## src/rtl/siq_pkg.sv

```systemverilog
package siq_pkg;

    localparam int DEPTH     = 16;
    localparam int IDX_W     = $clog2(DEPTH);
    localparam int CNT_W     = $clog2(DEPTH + 1);
    localparam int KEY_W     = 15;
    localparam int TAG_W     = 16;
    localparam int CNT_IN_W  = 16;
    localparam int PROD_W    = CNT_IN_W + KEY_W;
    localparam int PCT_SCALE = 100;
    localparam int FRAC_ONE  = 256;
    localparam int KEY_SCALE = PCT_SCALE * FRAC_ONE;
    localparam int DIV_STEPS = KEY_W;
    localparam int STEP_W    = $clog2(DIV_STEPS);

    typedef logic [1:0] req_t;
    localparam req_t REQ_INSERT = 2'd0;
    localparam req_t REQ_POP    = 2'd1;
    localparam req_t REQ_DUMP   = 2'd2;

    typedef logic [1:0] status_t;
    localparam status_t ST_OK        = 2'd0;
    localparam status_t ST_FULL      = 2'd1;
    localparam status_t ST_EMPTY     = 2'd2;
    localparam status_t ST_BAD_RATIO = 2'd3;

    typedef enum logic [1:0] {
        OP_HOLD,
        OP_ROTATE,
        OP_INSERT
    } cell_op_t;

    typedef struct packed {
        logic [KEY_W-1:0] key;
        logic [TAG_W-1:0] tag;
    } entry_t;

    typedef struct packed {
        cell_op_t         op;
        logic [KEY_W-1:0] key;
        logic [TAG_W-1:0] tag;
    } cell_cmd_t;

endpackage

```

## src/rtl/siq_cell.sv

```systemverilog
module siq_cell (
    input  logic               aclk,
    input  siq_pkg::cell_cmd_t cmd,
    input  logic               valid,
    input  logic               prev_stay,
    input  siq_pkg::entry_t    left_entry,
    input  siq_pkg::entry_t    right_entry,
    output siq_pkg::entry_t    entry,
    output logic               stay
);

    siq_pkg::entry_t entry_reg;
    siq_pkg::entry_t entry_next;

    // occupied and not below the new key: keeps its place on insert
    assign stay  = valid && (entry_reg.key >= cmd.key);
    assign entry = entry_reg;

    always_comb begin
        entry_next = entry_reg;
        case (cmd.op)
            siq_pkg::OP_ROTATE: begin
                entry_next = right_entry;
            end
            siq_pkg::OP_INSERT: begin
                if (!stay) begin
                    if (prev_stay) begin
                        entry_next.key = cmd.key;
                        entry_next.tag = cmd.tag;
                    end else begin
                        entry_next = left_entry;
                    end
                end
            end
            default: begin
            end
        endcase
    end

    always_ff @(posedge aclk) begin
        entry_reg <= entry_next;
    end

endmodule

```

## src/rtl/siq_div.sv

```systemverilog
module siq_div (
    input  logic                                aclk,
    input  logic                                aresetn,
    input  logic                                start,
    input  logic [siq_pkg::PROD_W-1:0]          dividend,
    input  logic [siq_pkg::CNT_IN_W-1:0]        divisor,
    output logic                                done,
    output logic [siq_pkg::KEY_W-1:0]           quotient
);

    logic                               busy_reg, busy_next;
    logic [siq_pkg::STEP_W-1:0]         step_reg, step_next;
    logic [siq_pkg::CNT_IN_W-1:0]       rem_reg, rem_next;
    logic [siq_pkg::KEY_W-1:0]          quo_reg, quo_next;
    logic [siq_pkg::CNT_IN_W-1:0]       dsr_reg, dsr_next;
    logic [siq_pkg::CNT_IN_W:0]         trial;
    logic [siq_pkg::CNT_IN_W:0]         diff;
    logic                               fits;
    logic                               last_step;

    assign trial     = {rem_reg, quo_reg[siq_pkg::KEY_W-1]};
    assign diff      = trial - {1'b0, dsr_reg};
    assign fits      = trial >= {1'b0, dsr_reg};
    assign last_step = step_reg == siq_pkg::STEP_W'(siq_pkg::DIV_STEPS - 1);
    assign done      = busy_reg && last_step;
    assign quotient  = quo_reg;

    // restoring division, one quotient bit per cycle; the quotient fits KEY_W
    // because the dividend is below divisor << KEY_W
    always_comb begin
        busy_next = busy_reg;
        step_next = step_reg;
        rem_next  = rem_reg;
        quo_next  = quo_reg;
        dsr_next  = dsr_reg;
        if (start) begin
            busy_next = 1'b1;
            step_next = '0;
            rem_next  = dividend[siq_pkg::PROD_W-1 -: siq_pkg::CNT_IN_W];
            quo_next  = dividend[siq_pkg::KEY_W-1:0];
            dsr_next  = divisor;
        end else if (busy_reg) begin
            rem_next  = fits ? diff[siq_pkg::CNT_IN_W-1:0] : trial[siq_pkg::CNT_IN_W-1:0];
            quo_next  = {quo_reg[siq_pkg::KEY_W-2:0], fits};
            step_next = step_reg + 1'b1;
            if (last_step) begin
                busy_next = 1'b0;
            end
        end
    end

    always_ff @(posedge aclk) begin
        if (!aresetn) begin
            busy_reg <= 1'b0;
            step_reg <= '0;
        end else begin
            busy_reg <= busy_next;
            step_reg <= step_next;
        end
    end

    always_ff @(posedge aclk) begin
        rem_reg <= rem_next;
        quo_reg <= quo_next;
        dsr_reg <= dsr_next;
    end

endmodule

```

## src/rtl/sorted_insert_queue_by_ratio_core.sv

```systemverilog
// Sorted queue of up to 16 tagged entries, kept in descending order of
// key = floor(win_count * 25600 / match_count).
// Input channel s_*: one request per transaction (insert, pop, dump).
// Result channel m_*: status, tag, key and last for each result transaction.
// One request is handled at a time; s_ready is high only while idle, but a
// result waiting on m_* does not block acceptance of the next request.
// Insert: a 15-step serial divider computes the key, then the cell row
// places the entry in S_INS, and S_EMIT hands the result to m_*.
// Refused inserts (full list, bad ratio), pops and dumps of an empty list
// go from acceptance to S_EMIT; a pop rotates the head out.
// Dump: the row rotates left 16 times, one position per cycle except while
// an entry result cannot be handed over, showing the head on m_* for each
// stored entry; the next request is accepted once the last rotation is done.
// Request type 3 is dropped with no result.
// Reset (aresetn low, synchronous) empties the list and clears m_valid;
// no clearing pass is needed.
// A stalled receiver holds m_* steady; S_EMIT and the dump rotation wait for it.
module sorted_insert_queue_by_ratio_core (
    input  logic                            aclk,
    input  logic                            aresetn,
    input  logic                            s_valid,
    output logic                            s_ready,
    input  logic [1:0]                      s_req_type,
    input  logic [siq_pkg::TAG_W-1:0]       s_player_tag,
    input  logic [siq_pkg::CNT_IN_W-1:0]    s_win_count,
    input  logic [siq_pkg::CNT_IN_W-1:0]    s_match_count,
    output logic                            m_valid,
    input  logic                            m_ready,
    output logic [1:0]                      m_status,
    output logic [siq_pkg::TAG_W-1:0]       m_entry_tag,
    output logic [siq_pkg::KEY_W-1:0]       m_ratio_key,
    output logic                            m_last
);

    localparam logic [2:0] S_IDLE = 3'd0;
    localparam logic [2:0] S_DIV  = 3'd1;
    localparam logic [2:0] S_INS  = 3'd2;
    localparam logic [2:0] S_EMIT = 3'd3;
    localparam logic [2:0] S_DUMP = 3'd4;

    logic [2:0]                         state_reg, state_next;
    logic [siq_pkg::CNT_W-1:0]          count_reg, count_next;
    logic [siq_pkg::IDX_W-1:0]          idx_reg, idx_next;
    siq_pkg::status_t                   res_status_reg, res_status_next;
    logic [siq_pkg::TAG_W-1:0]          res_tag_reg, res_tag_next;
    logic [siq_pkg::KEY_W-1:0]          res_key_reg, res_key_next;
    logic                               m_valid_reg, m_valid_next;
    siq_pkg::status_t                   m_status_reg, m_status_next;
    logic [siq_pkg::TAG_W-1:0]          m_tag_reg, m_tag_next;
    logic [siq_pkg::KEY_W-1:0]          m_key_reg, m_key_next;
    logic                               m_last_reg, m_last_next;

    siq_pkg::cell_cmd_t                 cmd;
    siq_pkg::entry_t                    entries [siq_pkg::DEPTH];
    logic                               stays   [siq_pkg::DEPTH];
    logic                               div_start;
    logic                               div_done;
    logic [siq_pkg::KEY_W-1:0]          div_quo;
    logic [siq_pkg::PROD_W-1:0]         dividend;
    logic                               accept;
    logic                               out_free;
    logic                               dump_emit;

    assign s_ready     = state_reg == S_IDLE;
    assign accept      = s_valid && s_ready;
    assign out_free    = !m_valid_reg || m_ready;
    assign dump_emit   = siq_pkg::CNT_W'(idx_reg) < count_reg;
    assign dividend    = siq_pkg::PROD_W'(s_win_count) * siq_pkg::PROD_W'(siq_pkg::KEY_SCALE);

    assign m_valid     = m_valid_reg;
    assign m_status    = m_status_reg;
    assign m_entry_tag = m_tag_reg;
    assign m_ratio_key = m_key_reg;
    assign m_last      = m_last_reg;

    siq_div u_div (
        .aclk     (aclk),
        .aresetn  (aresetn),
        .start    (div_start),
        .dividend (dividend),
        .divisor  (s_match_count),
        .done     (div_done),
        .quotient (div_quo)
    );

    for (genvar i = 0; i < siq_pkg::DEPTH; i++) begin : g_cell
        siq_cell u_cell (
            .aclk        (aclk),
            .cmd         (cmd),
            .valid       (siq_pkg::CNT_W'(i) < count_reg),
            .prev_stay   ((i == 0) ? 1'b1 : stays[(i + siq_pkg::DEPTH - 1) % siq_pkg::DEPTH]),
            .left_entry  (entries[(i + siq_pkg::DEPTH - 1) % siq_pkg::DEPTH]),
            .right_entry (entries[(i + 1) % siq_pkg::DEPTH]),
            .entry       (entries[i]),
            .stay        (stays[i])
        );
    end

    always_comb begin
        state_next      = state_reg;
        count_next      = count_reg;
        idx_next        = idx_reg;
        res_status_next = res_status_reg;
        res_tag_next    = res_tag_reg;
        res_key_next    = res_key_reg;
        m_valid_next    = m_valid_reg && !m_ready;
        m_status_next   = m_status_reg;
        m_tag_next      = m_tag_reg;
        m_key_next      = m_key_reg;
        m_last_next     = m_last_reg;
        cmd.op          = siq_pkg::OP_HOLD;
        cmd.key         = div_quo;
        cmd.tag         = res_tag_reg;
        div_start       = 1'b0;

        case (state_reg)
            S_IDLE: begin
                if (accept) begin
                    res_key_next = '0;
                    case (s_req_type)
                        siq_pkg::REQ_INSERT: begin
                            res_tag_next = s_player_tag;
                            if (count_reg == siq_pkg::CNT_W'(siq_pkg::DEPTH)) begin
                                res_status_next = siq_pkg::ST_FULL;
                                state_next      = S_EMIT;
                            end else if (s_match_count == '0 ||
                                         s_win_count > s_match_count) begin
                                res_status_next = siq_pkg::ST_BAD_RATIO;
                                state_next      = S_EMIT;
                            end else begin
                                div_start  = 1'b1;
                                state_next = S_DIV;
                            end
                        end
                        siq_pkg::REQ_POP: begin
                            state_next = S_EMIT;
                            if (count_reg == '0) begin
                                res_status_next = siq_pkg::ST_EMPTY;
                                res_tag_next    = '0;
                            end else begin
                                res_status_next = siq_pkg::ST_OK;
                                res_tag_next    = entries[0].tag;
                                res_key_next    = entries[0].key;
                                cmd.op          = siq_pkg::OP_ROTATE;
                                count_next      = count_reg - 1'b1;
                            end
                        end
                        siq_pkg::REQ_DUMP: begin
                            if (count_reg == '0) begin
                                res_status_next = siq_pkg::ST_EMPTY;
                                res_tag_next    = '0;
                                state_next      = S_EMIT;
                            end else begin
                                idx_next   = '0;
                                state_next = S_DUMP;
                            end
                        end
                        default: begin
                        end
                    endcase
                end
            end
            S_DIV: begin
                if (div_done) begin
                    state_next = S_INS;
                end
            end
            S_INS: begin
                cmd.op          = siq_pkg::OP_INSERT;
                res_status_next = siq_pkg::ST_OK;
                res_key_next    = div_quo;
                count_next      = count_reg + 1'b1;
                state_next      = S_EMIT;
            end
            S_EMIT: begin
                if (out_free) begin
                    m_valid_next  = 1'b1;
                    m_status_next = res_status_reg;
                    m_tag_next    = res_tag_reg;
                    m_key_next    = res_key_reg;
                    m_last_next   = 1'b1;
                    state_next    = S_IDLE;
                end
            end
            S_DUMP: begin
                // full rotation restores the original order
                if (out_free || !dump_emit) begin
                    cmd.op   = siq_pkg::OP_ROTATE;
                    idx_next = idx_reg + 1'b1;
                    if (dump_emit) begin
                        m_valid_next  = 1'b1;
                        m_status_next = siq_pkg::ST_OK;
                        m_tag_next    = entries[0].tag;
                        m_key_next    = entries[0].key;
                        m_last_next   = siq_pkg::CNT_W'(idx_reg) == count_reg - 1'b1;
                    end
                    if (idx_reg == siq_pkg::IDX_W'(siq_pkg::DEPTH - 1)) begin
                        state_next = S_IDLE;
                    end
                end
            end
            default: begin
                state_next = S_IDLE;
            end
        endcase
    end

    always_ff @(posedge aclk) begin
        if (!aresetn) begin
            state_reg   <= S_IDLE;
            count_reg   <= '0;
            idx_reg     <= '0;
            m_valid_reg <= 1'b0;
        end else begin
            state_reg   <= state_next;
            count_reg   <= count_next;
            idx_reg     <= idx_next;
            m_valid_reg <= m_valid_next;
        end
    end

    always_ff @(posedge aclk) begin
        res_status_reg <= res_status_next;
        res_tag_reg    <= res_tag_next;
        res_key_reg    <= res_key_next;
        m_status_reg   <= m_status_next;
        m_tag_reg      <= m_tag_next;
        m_key_reg      <= m_key_next;
        m_last_reg     <= m_last_next;
    end

endmodule

```

## config.mk

```make
export PLATFORM = sky130hd
export DESIGN_NAME = sorted_insert_queue_by_ratio_core
export DESIGN_NICKNAME = d
export VERILOG_FILES = /design/src/rtl/siq_pkg.sv /design/src/rtl/siq_cell.sv /design/src/rtl/siq_div.sv /design/src/rtl/sorted_insert_queue_by_ratio_core.sv
export SDC_FILE = /design/constraint.sdc
export NUM_CORES = 2
export LEC_CHECK = 0
export ABC_AREA = 1
export BUFFER_PORTS_ARGS = -buffer_cell sky130_fd_sc_hd__clkbuf_2
export CORE_MARGIN = 2
export CORE_UTILIZATION = 58
export CTS_CLUSTER_SIZE = 8
export DETAILED_ROUTE_END_ITERATION = 8
export GPL_TIMING_DRIVEN = 0
export PLACE_DENSITY = 0.8
export REMOVE_ABC_BUFFERS = 1
export SETUP_SLACK_MARGIN = 0.2
export SYNTH_ARGS = -nofsm -noshare
export SYNTH_HDL_FRONTEND = slang
export SYNTH_HIERARCHICAL = 1
export SYNTH_SLANG_ARGS = --single-unit
```

## constraint.sdc

```tcl
create_clock -name aclk -period 8.2 [get_ports aclk]
set_input_delay 2.05 -clock aclk [delete_from_list [all_inputs] [get_ports aclk]]
set_output_delay 2.05 -clock aclk [all_outputs]
set_load 0.02 [all_outputs]
```

; Word level (Yosys, flattened, before mapping)
; Index checks and enable logic that the tools add are counted.
[word_totals]
ff_bits = 628
elab_cells = 309
out_inout_bits = 36
in_bits = 54
[classes]
reduce_logical = 59
order_cmp = 35
n_addsub = 5
n_eq_ne = 41
bitwise = 1
mul = 1
n_mux = 118
[op_table]
columns = cell, count
row1 = one-hot mux 31 bit (2 select lines), 16
row2 = 2-to-1 mux 31 bit, 31
row3 = greater-or-equal comparator 15 bit, 16
row4 = 2-to-1 mux 16 bit, 8
row5 = 2-to-1 mux 15 bit, 8
row6 = one-hot mux 15 bit (2 select lines), 2
row7 = one-hot mux 16 bit (3 select lines), 1
row8 = "!= test 2 bit, second input constant", 23
row9 = "< comparator 4 x 5 -> 1 bit, first input constant", 8
row10 = AND reduction 2 bit, 17
row11 = one-hot mux 16 bit (2 select lines), 1
row12 = "multiplier 16 x 5 -> 21 bit, second input constant", 1
row13 = "< comparator 3 x 5 -> 1 bit, first input constant", 4
row14 = 2-to-1 mux 2 bit, 10
row15 = logical AND 1 bit, 19
row16 = 2-to-1 mux 1 bit, 18
row17 = 2-to-1 mux 3 bit, 6
row18 = greater-or-equal comparator 17 x 16 -> 1 bit, 1
row19 = greater-than comparator 16 bit, 1
row20 = zero test 16 bit, 1
row21 = 2-to-1 mux 4 bit, 4
row22 = subtractor 16 bit, 1
row23 = 2-to-1 mux 5 bit, 3
row24 = one-hot mux 3 bit (5 select lines), 1
row25 = 36 further kinds, 59

; Logic depth before layout (Yosys ltp)
[logic_depth]
word_depth = 8
mapped_depth = 21
depth_no_buf = 19

; Cells and area by module
; The synthesis kept the hierarchy.
[by_module_without_submodules]
columns = mod, seq_area_each_um2, area_per_inst_um2, n_inst, cells_each
row1 = siq_cell, 930.9, 2024.4, 16, 250
row2 = sorted_insert_queue_by_ratio_core, 2272.2, 6200.9, 1, 742
row3 = siq_div, 1511.4, 3550.9, 1, 435

; Least setup slack after synthesis
; No wires, ideal clock.
[synth_path]
path_kind = input to register
start = in s_req_type[1]
end = reg g_cell[0].u_cell.entry_reg (netlist bit g_cell[0].u_cell/entry[0]), enable pin
arrival_ns = 7.579
setup_ns = 0.471
cell_stages = 9
t_required_ns = 7.729
slack_ns = 0.150
n_path_buf = 2
path_cell_list = inv_1 ha_1 nand2_2 buf_2 o21ai_0 nor2_4 buf_2 nand2_1 nand2_1
[synth_lines]
columns = item, line_no
row1 = start: declaration, sorted_insert_queue_by_ratio_core.sv:23  ; input logic [1:0] s_req_type,
row2 = end signal: assignment, siq_cell.sv:41  ; entry_reg <= entry_next;
row3 = end: declaration, siq_cell.sv:12  ; siq_pkg::entry_t entry_reg;

==> results.md <==
Pwr:
- The areal power density over the cells is 443 nW/um^2.
- The highest ir drop seen on vdd is 0.252 mV.
- The static leakage power is 20.3 nW.
- The overall power of the completed layout is roughly 20 mW.

Timing:
- The final critical path time including I/O delays and setup is roughly 5600 ps.
- The number of failing hold endpoints at the final stage is 0.
- The count of pins over their slew limit came to 0.
- Of the available clock period, the critical path in the final layout requires 0.685.
- Setup repair after global routing left no endpoint under its margin.
- The largest clock skew in the final design is 46.1 ps.
- Setup violations remaining at the end of the flow were counted as 0.
- Headroom to the max-slew limit came out at 0.0621.
- For the pin with the worst max-slew slack, the measured transition is around 1400 ps.
- Based on the critical path, the design can be clocked at up to 178 MHz.
- Summed over all failing endpoints, the final setup total negative slack is 0 ps.

Clocking:
- The later pin in the worst-skew pair is clocked with a latency of 670 ps.
- The TritonCTS clock tree is yes.
- The root buffer cell chosen for the clock tree is sky130_fd_sc_hd__clkbuf_16.
- The clock-pin slew of the registers on the worst-case setup and hold paths is ~50 ps.
- The worst-case clock buffer depth is 3.
- The hold buffer count at cts is 0.
- The total number of clock tree sinks is 628.
- After clock tree synthesis, the setup repair step added 0 buffers.
- In this run, post-CTS repair resized a total of 0 instances.
- The count of H-tree levels built during CTS is 3.
- The clock buffer count from CTS is 88.

Die:
- The initial cell density of the core is 0.587.
- The height of the chip is 274 um.
- The number of top-level pins is 90.
- The width of the chip is approximately 270 um.
- Row generation in the floorplan step produced about 100 rows.
- The die area is 74,800 sq um.
- The core area is between 70,000 and 80,000 sq um.

Logic synthesis:
- The average instance in the mapped netlist occupies 8.14 sq um.
- The cell count after synthesis came out at ~5,200.
- The number of warning messages in the yosys log is 6.
- The mapped netlist covers ~42,000 sq um.

Drt:
- The aggregate routed wire length is 135,000 um.
- The violation count after the first detailed-route iteration is 6,420.
- Dividing the detail-routed wire length by the instance count gives 21.9 um.
- The routed metal-1 wire length is 50,100 um.
- The amount of wire on met2 after detailed routing is 56,500 um.
- The highest layer touched by signal routing is met5.
- For this run, the detailed router's first-pass iteration total came to 9.
- The detailed router placed 38,500 vias in this run.
- The post-route DRC violation count is 0.
- After detailed routing, the number of vias per cell comes to 6.25.
- The remaining antenna violation count is 0.
- The sum of met3 wire segment lengths after detailed routing is 19,700 um.

Hold path:
- The endpoint with the worst hold slack is m_ratio_key[8]$_DFFE_PP_.
- The startpoint identified for the worst hold timing path is res_key_reg[8]$_DFFE_PP_.
- The number of cells on the worst hold path is 2.
- The worst hold-check path type is reg -> reg.

Finish:
- The register with the most flip-flops in the layout has 496 of them.
- The count of antenna diodes in the layout is 0.
- The number of nets in the layout is approximately 5,600.
- The fraction of final layout cells sized beyond drive strength 1 is 0.0792.
- The synthesis-to-layout area growth is 8.93%.

GRT:
- Entering global routing, the biggest net connects 64 pins.
- The initial antenna violation count is 3.
- The number of global-route vias before repair was ~35,000.
- The first global-routing pass estimated 203,000 um of wire.
- The total track usage is 0.353.
- The remaining global-route overflow is 0.

Worst setup path:
- The category of the most critical setup path is in -> reg.
- The launch point of the worst reg-to-reg path is state_reg[1]$_SDFFE_PN0P_.
- The endpoint kind of the worst setup timing path is a register.
- For the worst flop-to-flop path, the logic depth is 9.
- The maximum fanout count along the critical path is 63.
- The endpoint identified for the worst register-to-register timing path is g_cell[3].u_cell/entry[24]$_DFFE_PP_.
- Data on the critical path arrives at its endpoint at 5850 ps.
- The worst setup path is launched from an input pin.
- The data required time at the worst endpoint is 8440 ps.
- The setup check on the worst reg-to-reg path leaves a slack of slightly below 3000 ps.

Placed design:
- Buffers placed on the I/O ports in this run total 89.
- Routability-driven placement finished with a final weighted congestion of 0.947.
- The final HPWL from detailed placement is 94,700 um.

Run status:
- The run finished with clean final reports.

Flow run:
- The max-capacitance violation count is 0.
-- critical path: stages --
cell                       delay (ps)
sky130_fd_sc_hd__clkbuf_2         110
sky130_fd_sc_hd__inv_1             60
sky130_fd_sc_hd__ha_1             220
sky130_fd_sc_hd__nand2_2          640
sky130_fd_sc_hd__o21ai_4          270
sky130_fd_sc_hd__buf_12           250
sky130_fd_sc_hd__nor2_4          1060
sky130_fd_sc_hd__nand2_1          140
sky130_fd_sc_hd__nand2_1         1010
-- how the worst max path moves through the flow --
| stage | from | to | slack [ps] | cells after the start |
|---|---|---|---|---|
| 6_report | s_req_type[1] | g_cell[3].u_cell/entry[24]$_DFFE_PP_ | 2580 | 9 |
| 2_1_floorplan | s_req_type[1] | g_cell[0].u_cell/entry[0]$_DFFE_PP_ | -620 | 7 |
| 5_1_grt | s_req_type[1] | g_cell[3].u_cell/entry[22]$_DFFE_PP_ | 2390 | 9 |
| 4_1_cts | s_req_type[1] | g_cell[8].u_cell/entry[8]$_DFFE_PP_ | 2620 | 9 |
| 3_5_place_dp | s_req_type[1] | g_cell[8].u_cell/entry[5]$_DFFE_PP_ | 1960 | 9 |
| 3_3_place_gp | s_req_type[1] | g_cell[9].u_cell/entry[19]$_DFFE_PP_ | -4540 | 8 |
-- cells in the final DEF, fill, tap and decap left out, types with 55 or more instances in the layout --
master                      instances
sky130_fd_sc_hd__nand2_1         1705
sky130_fd_sc_hd__nor2_1           655
sky130_fd_sc_hd__edfxtp_1         610
sky130_fd_sc_hd__inv_1            526
sky130_fd_sc_hd__a31oi_1          498
sky130_fd_sc_hd__ha_1             338
sky130_fd_sc_hd__a21oi_1          123
sky130_fd_sc_hd__clkbuf_16         89
sky130_fd_sc_hd__clkbuf_2          89
sky130_fd_sc_hd__nand3_1           85
sky130_fd_sc_hd__o21ai_0           70
sky130_fd_sc_hd__inv_2             61
sky130_fd_sc_hd__nand2_2           55
-- through the flow --
stage	hold WS (ps)	instance area (sq um)	setup slack, ps	instances	utilization
floorplan	474	40800	-622	4968	-
finish	550	45900	2580	6162	0.640
global placement	491	42400	-4540	6007	0.591
detailed placement	516	43400	1960	6043	0.604
global route	548	45900	2390	6162	0.640
CTS	538	45800	2620	6159	0.638
-- metal layers --
| metal | vias to the layer above | GRT usage |
|---|---|---|
| li1 | 17300 | - |
| met1 | 17600 | 0.482 |
| met2 | 3093 | 0.514 |
| met3 | 553 | 0.0870 |
| met4 | 2 | 0.201 |
| met5 | - | 0 |
-- power breakdown --
| group | switching (mW) | internal (mW) |
|---|---|---|
| Clock | 1.41 | 1.96 |
| Combinational | 6.27 | 2.76 |
| Sequential | 1.71 | 6.21 |
-- area by class of cell --
type,count,area [sq um]
fill,5717,25800
multi-input combinational,3753,19900
sequential,628,18700
clock buffer,110,2320
inverter,587,2200
timing repair buffer,128,1450
tap,950,1190
clock inverter,6,124
(Power assumes the default switching activity.)
